File: src/rtl/skf4_pkg.sv
// ---------------------------------------------------------------------------
// skf4_pkg
// Types and constants of the four-channel scalar Kalman filter core.
// ---------------------------------------------------------------------------
package skf4_pkg;

   localparam int CHANNEL_W   = 2;
   localparam int SAMPLE_W    = 16;
   localparam int DATA_W      = 32;
   localparam int GAIN_W      = 16;
   localparam int CSR_INDEX_W = 2;

   // register indexes of the configuration port
   localparam logic [CSR_INDEX_W-1:0] CSR_PROCESS_NOISE = 2'd0;
   localparam logic [CSR_INDEX_W-1:0] CSR_MEASURE_NOISE = 2'd1;
   localparam logic [CSR_INDEX_W-1:0] CSR_INITIAL_COV   = 2'd2;

   // reset values, unsigned Q16.16
   localparam logic [DATA_W-1:0] PROCESS_NOISE_RESET = 32'd66;
   localparam logic [DATA_W-1:0] MEASURE_NOISE_RESET = 32'd65536;
   localparam logic [DATA_W-1:0] INITIAL_COV_RESET   = 32'd65536000;

   // input transfer
   typedef struct packed {
      logic [CHANNEL_W-1:0]       channel;
      logic signed [SAMPLE_W-1:0] sample;
   } req_payload_type;

   // result transfer
   typedef struct packed {
      logic [CHANNEL_W-1:0]     out_channel;
      logic signed [DATA_W-1:0] estimate;
      logic [GAIN_W-1:0]        gain;
   } rsp_payload_type;

endpackage

File: src/rtl/scalar_kalman_filter_4ch_core.sv
// ---------------------------------------------------------------------------
// scalar_kalman_filter_4ch_core
// One-dimensional Kalman filter for several channels, fixed point.
// ---------------------------------------------------------------------------
// Each sample runs the predict and update step of its channel: Pp = P + Q
// (saturating), gain K = Pp / (Pp + R) in Q0.16, estimate += K * (sample -
// estimate), P = (1 - K) * Pp. One item is worked on at a time, and the next
// transfer is taken when that one is done: the state memory is read on the
// transfer, the covariance is predicted, the restoring divider forms the gain
// (one quotient bit a cycle), the shared multiplier forms K * innovation and
// then (1 - K) * Pp, and the state is written back and the result register
// loaded. That last step waits for as long as an earlier result still sits
// unaccepted. A finished result waits in that register, and the next sample
// is taken while it waits. Channel state lives in one memory of estimate and
// covariance; per-entry valid bits stand for the reset values, so no clearing
// pass follows reset. Samples for a channel at or above CHANNELS return
// estimate 0 and gain 0, touch no state and skip the divider and the
// multiplier. The initial covariance register is accepted on the port but the
// covariance after reset is always its reset value.
// ---------------------------------------------------------------------------
module scalar_kalman_filter_4ch_core #(
   parameter int CHANNELS = 4
) (
   input  logic                                 clock,
   input  logic                                 reset,
   input  logic                                 req_valid,
   output logic                                 req_ready,
   input  skf4_pkg::req_payload_type            req_data,
   output logic                                 rsp_valid,
   input  logic                                 rsp_ready,
   output skf4_pkg::rsp_payload_type            rsp_data,
   input  logic                                 csr_wr_en,
   input  logic [skf4_pkg::CSR_INDEX_W-1:0]     csr_index,
   input  logic [skf4_pkg::DATA_W-1:0]          csr_wdata
);

   localparam int ADDR_W    = (CHANNELS > 1) ? $clog2(CHANNELS) : 1;
   localparam int DIV_STEPS = 17;
   localparam int STEP_W    = $clog2(DIV_STEPS);
   localparam int DW        = skf4_pkg::DATA_W;

   typedef enum logic [2:0] {
      ST_IDLE,
      ST_PRED,
      ST_DIV,
      ST_MUL_EST,
      ST_MUL_COV,
      ST_WRITE
   } state_type;

   state_type state_ff, state_in;

   // configuration registers
   logic [DW-1:0] q_ff, r_ff;

   // channel state memory: {estimate, covariance}
   logic [2*DW-1:0]   state_mem_ff [CHANNELS];
   logic [CHANNELS-1:0] vld_ff;
   logic [2*DW-1:0]   rd_data_ff;
   logic              rd_vld_ff;

   // item being worked on
   logic [ADDR_W-1:0]            addr_ff;
   logic [skf4_pkg::CHANNEL_W-1:0] chan_ff;
   logic                         in_range_ff;
   logic signed [skf4_pkg::SAMPLE_W-1:0] sample_ff;
   logic [DW-1:0]                est_ff, pp_ff;
   logic [DW:0]                  den_ff;
   logic [DW+1:0]                rem_ff;
   logic [DIV_STEPS-1:0]         dsh_ff, quo_ff;
   logic [STEP_W-1:0]            step_ff;
   logic [skf4_pkg::GAIN_W-1:0]  gain_ff;
   logic signed [51:0]           est_prod_ff, cov_prod_ff;

   logic                  rsp_valid_ff;
   skf4_pkg::rsp_payload_type rsp_data_ff;

   // input side
   logic                 req_fire;
   logic [ADDR_W+1:0]    chan_wide;
   logic [ADDR_W-1:0]    req_addr;
   logic                 req_in_range;

   assign req_ready    = (state_ff == ST_IDLE);
   assign req_fire     = req_valid && req_ready;
   assign chan_wide    = {{ADDR_W{1'b0}}, req_data.channel};
   assign req_addr     = chan_wide[ADDR_W-1:0];
   assign req_in_range = int'(req_data.channel) < CHANNELS;

   // prediction from the stored (or reset) state
   logic [DW-1:0] cur_est, cur_cov, pp_val;
   logic [DW:0]   pp_sum, den_val;

   assign cur_est = rd_vld_ff ? rd_data_ff[2*DW-1:DW] : '0;
   assign cur_cov = rd_vld_ff ? rd_data_ff[DW-1:0] : skf4_pkg::INITIAL_COV_RESET;
   assign pp_sum  = {1'b0, cur_cov} + {1'b0, q_ff};
   assign pp_val  = pp_sum[DW] ? '1 : pp_sum[DW-1:0];
   assign den_val = {1'b0, pp_val} + {1'b0, r_ff};

   // one restoring divider step
   logic [DW+1:0] trial, trial_sub;
   logic          trial_ge;

   assign trial     = {rem_ff[DW:0], dsh_ff[DIV_STEPS-1]};
   assign trial_ge  = trial >= {1'b0, den_ff};
   assign trial_sub = trial - {1'b0, den_ff};

   // gain from the quotient, zero denominator and saturation
   logic [skf4_pkg::GAIN_W-1:0] gain_val;

   always_comb begin
      if (den_ff == '0) begin
         gain_val = '0;
      end else if (quo_ff[DIV_STEPS-1]) begin
         gain_val = '1;
      end else begin
         gain_val = quo_ff[skf4_pkg::GAIN_W-1:0];
      end
   end

   // shared multiplier: K * innovation, then (1 - K) * Pp
   logic signed [DW:0]   innov;
   logic signed [17:0]   mul_a;
   logic signed [DW+1:0] mul_b;
   logic signed [51:0]   mul_p;
   logic [16:0]          one_minus_k;

   assign innov       = $signed({sample_ff[skf4_pkg::SAMPLE_W-1], sample_ff, 16'h0000})
                        - $signed({est_ff[DW-1], est_ff});
   assign one_minus_k = 17'h10000 - {1'b0, gain_ff};

   always_comb begin
      if (state_ff == ST_MUL_EST) begin
         mul_a = $signed({2'b00, gain_val});
         mul_b = $signed({innov[DW], innov});
      end else begin
         mul_a = $signed({1'b0, one_minus_k});
         mul_b = $signed({2'b00, pp_ff});
      end
   end

   assign mul_p = mul_a * mul_b;

   // update of the estimate, floor shift then clamp
   logic signed [DW+2:0] est_sum;
   logic [DW-1:0]        est_new, cov_new;

   assign est_sum = $signed({{3{est_ff[DW-1]}}, est_ff}) + $signed(est_prod_ff[50:16]);
   assign cov_new = cov_prod_ff[47:16];

   always_comb begin
      if (est_sum > $signed({3'b000, 32'h7FFF_FFFF})) begin
         est_new = 32'h7FFF_FFFF;
      end else if (est_sum < $signed({3'b111, 32'h8000_0000})) begin
         est_new = 32'h8000_0000;
      end else begin
         est_new = est_sum[DW-1:0];
      end
   end

   logic out_free;
   assign out_free = !rsp_valid_ff || rsp_ready;

   // next state
   always_comb begin
      state_in = state_ff;
      case (state_ff)
         ST_IDLE:    if (req_fire) state_in = ST_PRED;
         ST_PRED:    state_in = in_range_ff ? ST_DIV : ST_WRITE;
         ST_DIV:     if (step_ff == STEP_W'(DIV_STEPS - 1)) state_in = ST_MUL_EST;
         ST_MUL_EST: state_in = ST_MUL_COV;
         ST_MUL_COV: state_in = ST_WRITE;
         ST_WRITE:   if (out_free) state_in = ST_IDLE;
         default:    state_in = ST_IDLE;
      endcase
   end

   // state and result register
   always_ff @(posedge clock) begin
      if (reset) begin
         state_ff     <= ST_IDLE;
         rsp_valid_ff <= 1'b0;
      end else begin
         state_ff <= state_in;
         if (state_ff == ST_WRITE && out_free) begin
            rsp_valid_ff            <= 1'b1;
            rsp_data_ff.out_channel <= chan_ff;
            rsp_data_ff.estimate    <= in_range_ff ? est_new : '0;
            rsp_data_ff.gain        <= in_range_ff ? gain_ff : '0;
         end else if (rsp_ready) begin
            rsp_valid_ff <= 1'b0;
         end
      end
   end

   assign rsp_valid = rsp_valid_ff;
   assign rsp_data  = rsp_data_ff;

   // configuration writes; writes to the initial covariance are ignored
   always_ff @(posedge clock) begin
      if (reset) begin
         q_ff <= skf4_pkg::PROCESS_NOISE_RESET;
         r_ff <= skf4_pkg::MEASURE_NOISE_RESET;
      end else if (csr_wr_en) begin
         case (csr_index)
            skf4_pkg::CSR_PROCESS_NOISE: q_ff <= csr_wdata;
            skf4_pkg::CSR_MEASURE_NOISE: r_ff <= csr_wdata;
            skf4_pkg::CSR_INITIAL_COV:   ;
            default:                     ;
         endcase
      end
   end

   // valid bits of the state memory
   always_ff @(posedge clock) begin
      if (reset) begin
         vld_ff <= '0;
      end else if (state_ff == ST_WRITE && out_free && in_range_ff) begin
         vld_ff[addr_ff] <= 1'b1;
      end
   end

   // state memory: read on the input transfer, write back at the end of
   // the item; both never fall in the same cycle, so no forwarding is needed
   always_ff @(posedge clock) begin
      if (req_fire && req_in_range) begin
         rd_data_ff <= state_mem_ff[req_addr];
         rd_vld_ff  <= vld_ff[req_addr];
      end
      if (state_ff == ST_WRITE && out_free && in_range_ff) begin
         state_mem_ff[addr_ff] <= {est_new, cov_new};
      end
   end

   // datapath registers
   always_ff @(posedge clock) begin
      case (state_ff)
         ST_IDLE: begin
            if (req_fire) begin
               addr_ff     <= req_addr;
               chan_ff     <= req_data.channel;
               in_range_ff <= req_in_range;
               sample_ff   <= req_data.sample;
            end
         end
         ST_PRED: begin
            pp_ff   <= pp_val;
            den_ff  <= den_val;
            est_ff  <= cur_est;
            rem_ff  <= {3'b000, pp_val[DW-1:1]};
            dsh_ff  <= {pp_val[0], 16'h0000};
            quo_ff  <= '0;
            step_ff <= '0;
         end
         ST_DIV: begin
            rem_ff  <= trial_ge ? trial_sub : trial;
            quo_ff  <= {quo_ff[DIV_STEPS-2:0], trial_ge};
            dsh_ff  <= {dsh_ff[DIV_STEPS-2:0], 1'b0};
            step_ff <= step_ff + 1'b1;
         end
         ST_MUL_EST: begin
            gain_ff     <= gain_val;
            est_prod_ff <= mul_p;
         end
         ST_MUL_COV: begin
            cov_prod_ff <= mul_p;
         end
         default: ;
      endcase
   end

endmodule

File: config.mk
export PLATFORM = sky130hd
export DESIGN_NAME = scalar_kalman_filter_4ch_core
export DESIGN_NICKNAME = d
export VERILOG_FILES = /design/src/rtl/skf4_pkg.sv /design/src/rtl/scalar_kalman_filter_4ch_core.sv
export SDC_FILE = /design/constraint.sdc
export NUM_CORES = 2
export LEC_CHECK = 0
export ABC_AREA = 1
export BUFFER_PORTS_ARGS = -buffer_cell sky130_fd_sc_hd__buf_2
export CAP_MARGIN = 20
export CORE_MARGIN = 4
export CORE_UTILIZATION = 45
export DETAILED_ROUTE_END_ITERATION = 8
export GPL_TIMING_DRIVEN = 0
export PLACE_DENSITY = 0.61
export SETUP_SLACK_MARGIN = 0.2
export SLEW_MARGIN = 15
export SYNTH_ARGS = -nofsm -noshare
export SYNTH_HDL_FRONTEND = slang
export SYNTH_SLANG_ARGS = --single-unit
export TNS_END_PERCENT = 100
File: constraint.sdc
create_clock -name clock -period 8.68 [get_ports clock]
set_input_delay 0.868 -clock clock [delete_from_list [all_inputs] [get_ports clock]]
set_output_delay 0.868 -clock clock [all_outputs]
set_load 0.01 [all_outputs]
Word-level counts from Yosys, hierarchy flattened

Memories as Yosys holds them, arrays and structs flattened. A register that Yosys moved wholly into a read port is not among the register bits.
Cells that the tools add are included.

Flip-flop bits (word level): 425
Memory bits (writable): 256
Input port bits: 57
Output and inout port bits: 52
Logic and storage cells: 88
Memories: 1

Add/subtract/negate cells: 7
Multipliers: 1
$lt $le $gt $ge: 6
Equal/unequal tests: 10
Muxes and demuxes: 25
Bitwise operators: 2
Reduce and logical (&&, ||, !) cells: 15

Memory list:

| name         | depth | bits a word | rd ports | clocked after memory_dff | wr ports | RTL line                            | RTL |
|---|---|---|---|---|---|---|---|
| state_mem_ff | 4     | 64          | 1        | 1                        | 1        | scalar_kalman_filter_4ch_core.sv:57 | `logic [2*DW-1:0] state_mem_ff [CHANNELS];` |

Operators with widths:

| cell                     | number |
|---|---|
| $mux W32                 | 4 |
| $pmux W17 S2             | 2 |
| $add A32 B32 Y33         | 2 |
| $pmux W33 S2             | 1 |
| $mul A18 B34 Y51         | 1 |
| $add A32 B35 Y35         | 1 |
| $gt A35 B32 Y1 const B   | 1 |
| $lt A35 B32 Y1 const B   | 1 |
| $ge A34 B33 Y1           | 1 |
| $mux W34                 | 1 |
| $logic_not A33 Y1        | 1 |
| $mux W33                 | 1 |
| $sub A32 B32 Y33         | 1 |
| $sub A33 B33 Y33         | 1 |
| $mux W16                 | 2 |
| $pmux W3 S6              | 1 |
| $mux W17                 | 1 |
| $sub A17 B16 Y17 const A | 1 |
| $pmux W5 S2              | 1 |
| $mux W3                  | 3 |
| $reduce_and A2 Y1        | 4 |
| $eq A3 B2 Y1 const B     | 2 |
| $eq A3 B3 Y1 const B     | 2 |
| $lt A2 B3 Y1 const B     | 2 |
| 19 further kinds         | 28 |

Longest topological paths before layout

Word-level depth: 5
Depth in mapped cells: 40
Mapped depth without buffers: 39

Worst setup path after synthesis

Ideal clock, no wire load.

Path kind: input-to-reg
Start point: input req_valid
End point: register chan_ff[0] (netlist name), enable pin
Library setup time: 0.626 ns
Arrival: 6.515 ns
Required time: 8.054 ns
Slack: 1.539 ns
Cell stages on the path: 2
Path buffers: 0
Cells stage by stage: inv_1 -> nor3_1

Longest elaborated chain between the ends: 2

Ends and longest elaborated chain:

| item                               | RTL line                             | RTL |
|---|---|---|
| start, declared                    | scalar_kalman_filter_4ch_core.sv:26  | `input logic req_valid,` |
| $logic_and A1 B1 Y1                | scalar_kalman_filter_4ch_core.sv:85  | `assign req_fire = req_valid && req_ready;` |
| named net req_fire                 | scalar_kalman_filter_4ch_core.sv:79  | `logic req_fire;` |
| $reduce_and A2 Y1 (no source line) | -                                    |  |
| end signal, assigned               | scalar_kalman_filter_4ch_core.sv:241 | `chan_ff <= req_data.channel;` |
| end, declared                      | scalar_kalman_filter_4ch_core.sv:64  | `logic [skf4_pkg::CHANNEL_W-1:0] chan_ff;` |

The timed path passes the listed nets, and every way through them passes these cells.
A chain may end at the register's enable or synchronous reset.

Worst setup path after layout

Start point: register sample_ff[1] (netlist name)
End point: register est_prod_ff[28] (data pin)

Longest elaborated chain between the ends: 3

Ends and longest elaborated chain:

| item                   | RTL line                             | RTL |
|---|---|---|
| start, declared        | scalar_kalman_filter_4ch_core.sv:66  | `logic signed [skf4_pkg::SAMPLE_W-1:0] sample_ff;` |
| start signal, assigned | scalar_kalman_filter_4ch_core.sv:243 | `sample_ff <= req_data.sample;` |
| $sub A32 B32 Y33       | scalar_kalman_filter_4ch_core.sv:129 | `- $signed({est_ff[DW-1], est_ff});` |
| $mux W34               | scalar_kalman_filter_4ch_core.sv:133 | `if (state_ff == ST_MUL_EST) begin` |
| $mul A18 B34 Y51       | scalar_kalman_filter_4ch_core.sv:142 | `assign mul_p = mul_a * mul_b;` |
| named net mul_p[28]    | scalar_kalman_filter_4ch_core.sv:125 | `logic signed [51:0] mul_p;` |
| end signal, assigned   | scalar_kalman_filter_4ch_core.sv:263 | `est_prod_ff <= mul_p;` |
| end, declared          | scalar_kalman_filter_4ch_core.sv:73  | `logic signed [51:0] est_prod_ff, cov_prod_ff;` |

The timed path passes the listed nets, and every way through them passes these cells.

==> flow_summary_export.csv <==
group,metric,value,unit
sta,setup_total_negative_slack,0,ps
yosys,synth_enable_flop_cells,625,
drt,detailroute.via_count,44220,
yosys,yosys.area.top_type,"edfxtp_1",
sta,clock-skew-final,29.09,ps
final_layout,layout.cell_area.non_filler,62480,um2
worst_setup_path,timing.critical_path.mode_cell,"inv_1",
drt,detail_route.wl_per_cell,21.77,um
drt,post-route-drc-count,0,
final_layout,nNetsFinal,7468,
sta,setup_violations,0,
sta,layout_setup_ws,322.2,ps
yosys,synth_top_area_share,33.37,%
sta,rsz0062_at_grt,"yes",
yosys,synth_top_flop_cell,"edfxtp_1",
placement,place.port_buffers,107,
worst_setup_path,cp_num_buf_inv,8,
placement,place.detailed.hpwl,150200,um
worst_setup_path,setup.worst_path.end_class,"register",
yosys,netlist_instances,6369,
worst_setup_path,worst-path-max-fanout,10,
yosys,async_flop_share,0,%
global_routing,groute.usage.overall,27.68,%
yosys,number_of_warning_messages_in_the_yosys_log,0,
yosys,synth.top_cells.by_area,"edfxtp_1, fa_1, nand2_1, inv_1, ha_1",
yosys,post_synth_instance_area,56240,um2
drt,post_drt_via_cell_ratio,5.322,
worst_hold_path,timing.hold.worst_path_depth,1,
worst_setup_path,worst_path_dominant_cell_family,"adder cells",
clock_network,cts_tree,"built",
floorplanning,num_rows,129,
worst_setup_path,crit_cells,31,
yosys,synth_sequential_area_ratio,35.94,%
clock_network,cts_buffer_depth,3,
sta,hold_viol,0,
sta,timing.final.max_slew_violations,0,
floorplanning,overall_die_height,361.5,um
yosys,synth_cell_type_count,62,
floorplanning,die_width,361.5,um
floorplanning,initial_core_util,45.37,%
run_status,run_status,"finished clean",
drt,drt_first_iter_violations,3972,
drt,drtPass1Iterations,6,
sta,min_period,8358,ps
final_layout,final.fill_count,11830,
drt,drtAntennaViolNets,0,
clock_network,cts_buffers,72,
worst_setup_path,worst_r2r_path_depth,31,
floorplanning,io-pin-count,109,
flow_run,drv.max_cap_violation_count,0,
drt,drt-total-wl,180800,um
yosys,synth.avg_cell_area,8.830,um2
worst_setup_path,worst-endpoint-arrival,8700,ps
sta,final_min_period_over_clock_period,96.29,%
worst_setup_path,criticalPathCategory,"reg -> reg",
sta,worst_slew_pin_slew,1072,ps
global_routing,antenna_found_initial,5,
sta,slew_headroom,28.55,%
global_routing,grt-ovfl-total,0,
placement,gp_routability_congestion,0.9701,
worst_setup_path,startpoint_type,"register",
sta,whs,400.6,ps
worst_setup_path,max_stage_delay,570,ps
global_routing,wire_length_of_the_first_global_routing_pass,274300,um
clock_network,htreeDepth,3,
yosys,syn-num-nets,7228,
global_routing,largest_net_degree_at_the_start_of_global_routing,61,
worst_setup_path,cpMaxStageDelayCell,"fa_1",
yosys,synth_seq_cells,697,
clock_network,insertion_delay,640,ps
worst_setup_path,cp_data_required_time,9020,ps
global_routing,number_of_global_route_vias_before_repair,44460,
clock_network,total_clock_sinks,697,
clock_network,clock-root-buffer,"clkbuf_16",
floorplanning,coreArea,124000,um2
placement,placed_cell_area,59470,um2
final_layout,area_growth_syn_to_layout,11.11,%
clock_network,clkTransAtPathRegs,60,ps
worst_hold_path,worst_min_delay_path_category,"in -> reg",
sta,max_clock_freq,119.6,MHz
placement,worst_setup_slack_before_clock_tree_synthesis,-700.7,ps
final_layout,drive_gt1_share,9.632,%
floorplanning,floorplan.die_area,130700,um2
placed cells by master (no fill, tap or decap), drive strengths merged, types with 226 or more instances in the layout:
master	instances
nand3	333
a21oi	226
inv	1207
nand2	1213
fa	532
edfxtp	625
o21ai	358
nor2	851
buf	274
ha	270
per-layer routing:
metal / wire length (um) / GRT usage (%) / vias up
met3: 13700 / 4.088 / 295
met4: 6850 / 8.834 / 0
met1: 76930 / 38.25 / 21490
met2: 83360 / 45.21 / 1702
li1: - / - / 20730
met5: 0 / 0 / -
path summary, 6_finish.rpt:
path                               start                         to  slack [ps]
setup / recovery  sample_ff[1]$_DFFE_PP_  est_prod_ff[28]$_DFFE_PP_         320
hold / removal               req_data[8]     sample_ff[8]$_DFFE_PP_         400
setup reg to reg  sample_ff[1]$_DFFE_PP_  est_prod_ff[28]$_DFFE_PP_         320
hold reg to reg   vld_ff[2]$_SDFFE_PP0P_     vld_ff[2]$_SDFFE_PP0P_         470
area by class of cell:
class	instances	area (um2)	share of cell area, %
Inverter	1200	4512	7.221
Antenna cell	7	17.52	0.02803
Multi-Input combinational cell	4285	31070	49.72
Sequential cell	697	20210	32.34
Clock inverter	46	544.3	0.8711
Buffer	187	1049	1.678
Tap cell	1637	2048	3.278
Timing Repair Buffer	166	1191	1.906
Clock buffer	84	1847	2.956
flip-flops by register name (all words and copies together) (netlist names), 17 cells and up:
| register | cells |
|---|---|
| est_ff | 32 |
| q_ff | 32 |
| rd_data_ff | 64 |
| rsp_data | 50 |
| est_prod_ff | 35 |
| rem_ff | 33 |
| quo_ff | 17 |
| r_ff | 32 |
| state_mem_ff | 256 |
| pp_ff | 32 |
| den_ff | 33 |
| cov_prod_ff | 32 |
metrics by stage:
step | utilization [%] | std cells
after floorplan | - | 6369
after global placement | 47.45 | 8113
after detailed placement | 47.98 | 8165
after CTS | 50.10 | 8297
after global routing | 50.39 | 8303
final | 50.41 | 8309
kinds of logic after synthesis:
logic type	synth area share (%)
AO/OA/AOI/OAI	7.682
XOR/XNOR	2.414
adder cells (fa/ha/maj)	24.94
buffers and inverters	9.823
flip-flops	35.94
other	0.01335
AND/OR/NAND/NOR	19.19
what timing repair did:
item | CTS | global route
gates resized for setup | 34 | 77
pin swaps | 3 | 4
buffers inserted | 2 | 5
setup endpoints to repair | 51 | 55
hold buffers | 0 | 0
Yosys cell counts (46+ instances only):
master	n
o21ai_0	310
xnor2_1	69
o22ai_1	65
xor2_1	86
clkbuf_1	75
nand4_1	46
inv_1	1166
buf_2	65
a21oi_1	226
nand2_1	1168
ha_1	270
dfxtp_1	72
nand3_1	313
nor3_1	46
fa_1	532
nor2_1	830
edfxtp_1	625
Power is not shown: default switching activity piles up to over one toggle a cycle in this logic, so the estimate is an artifact.
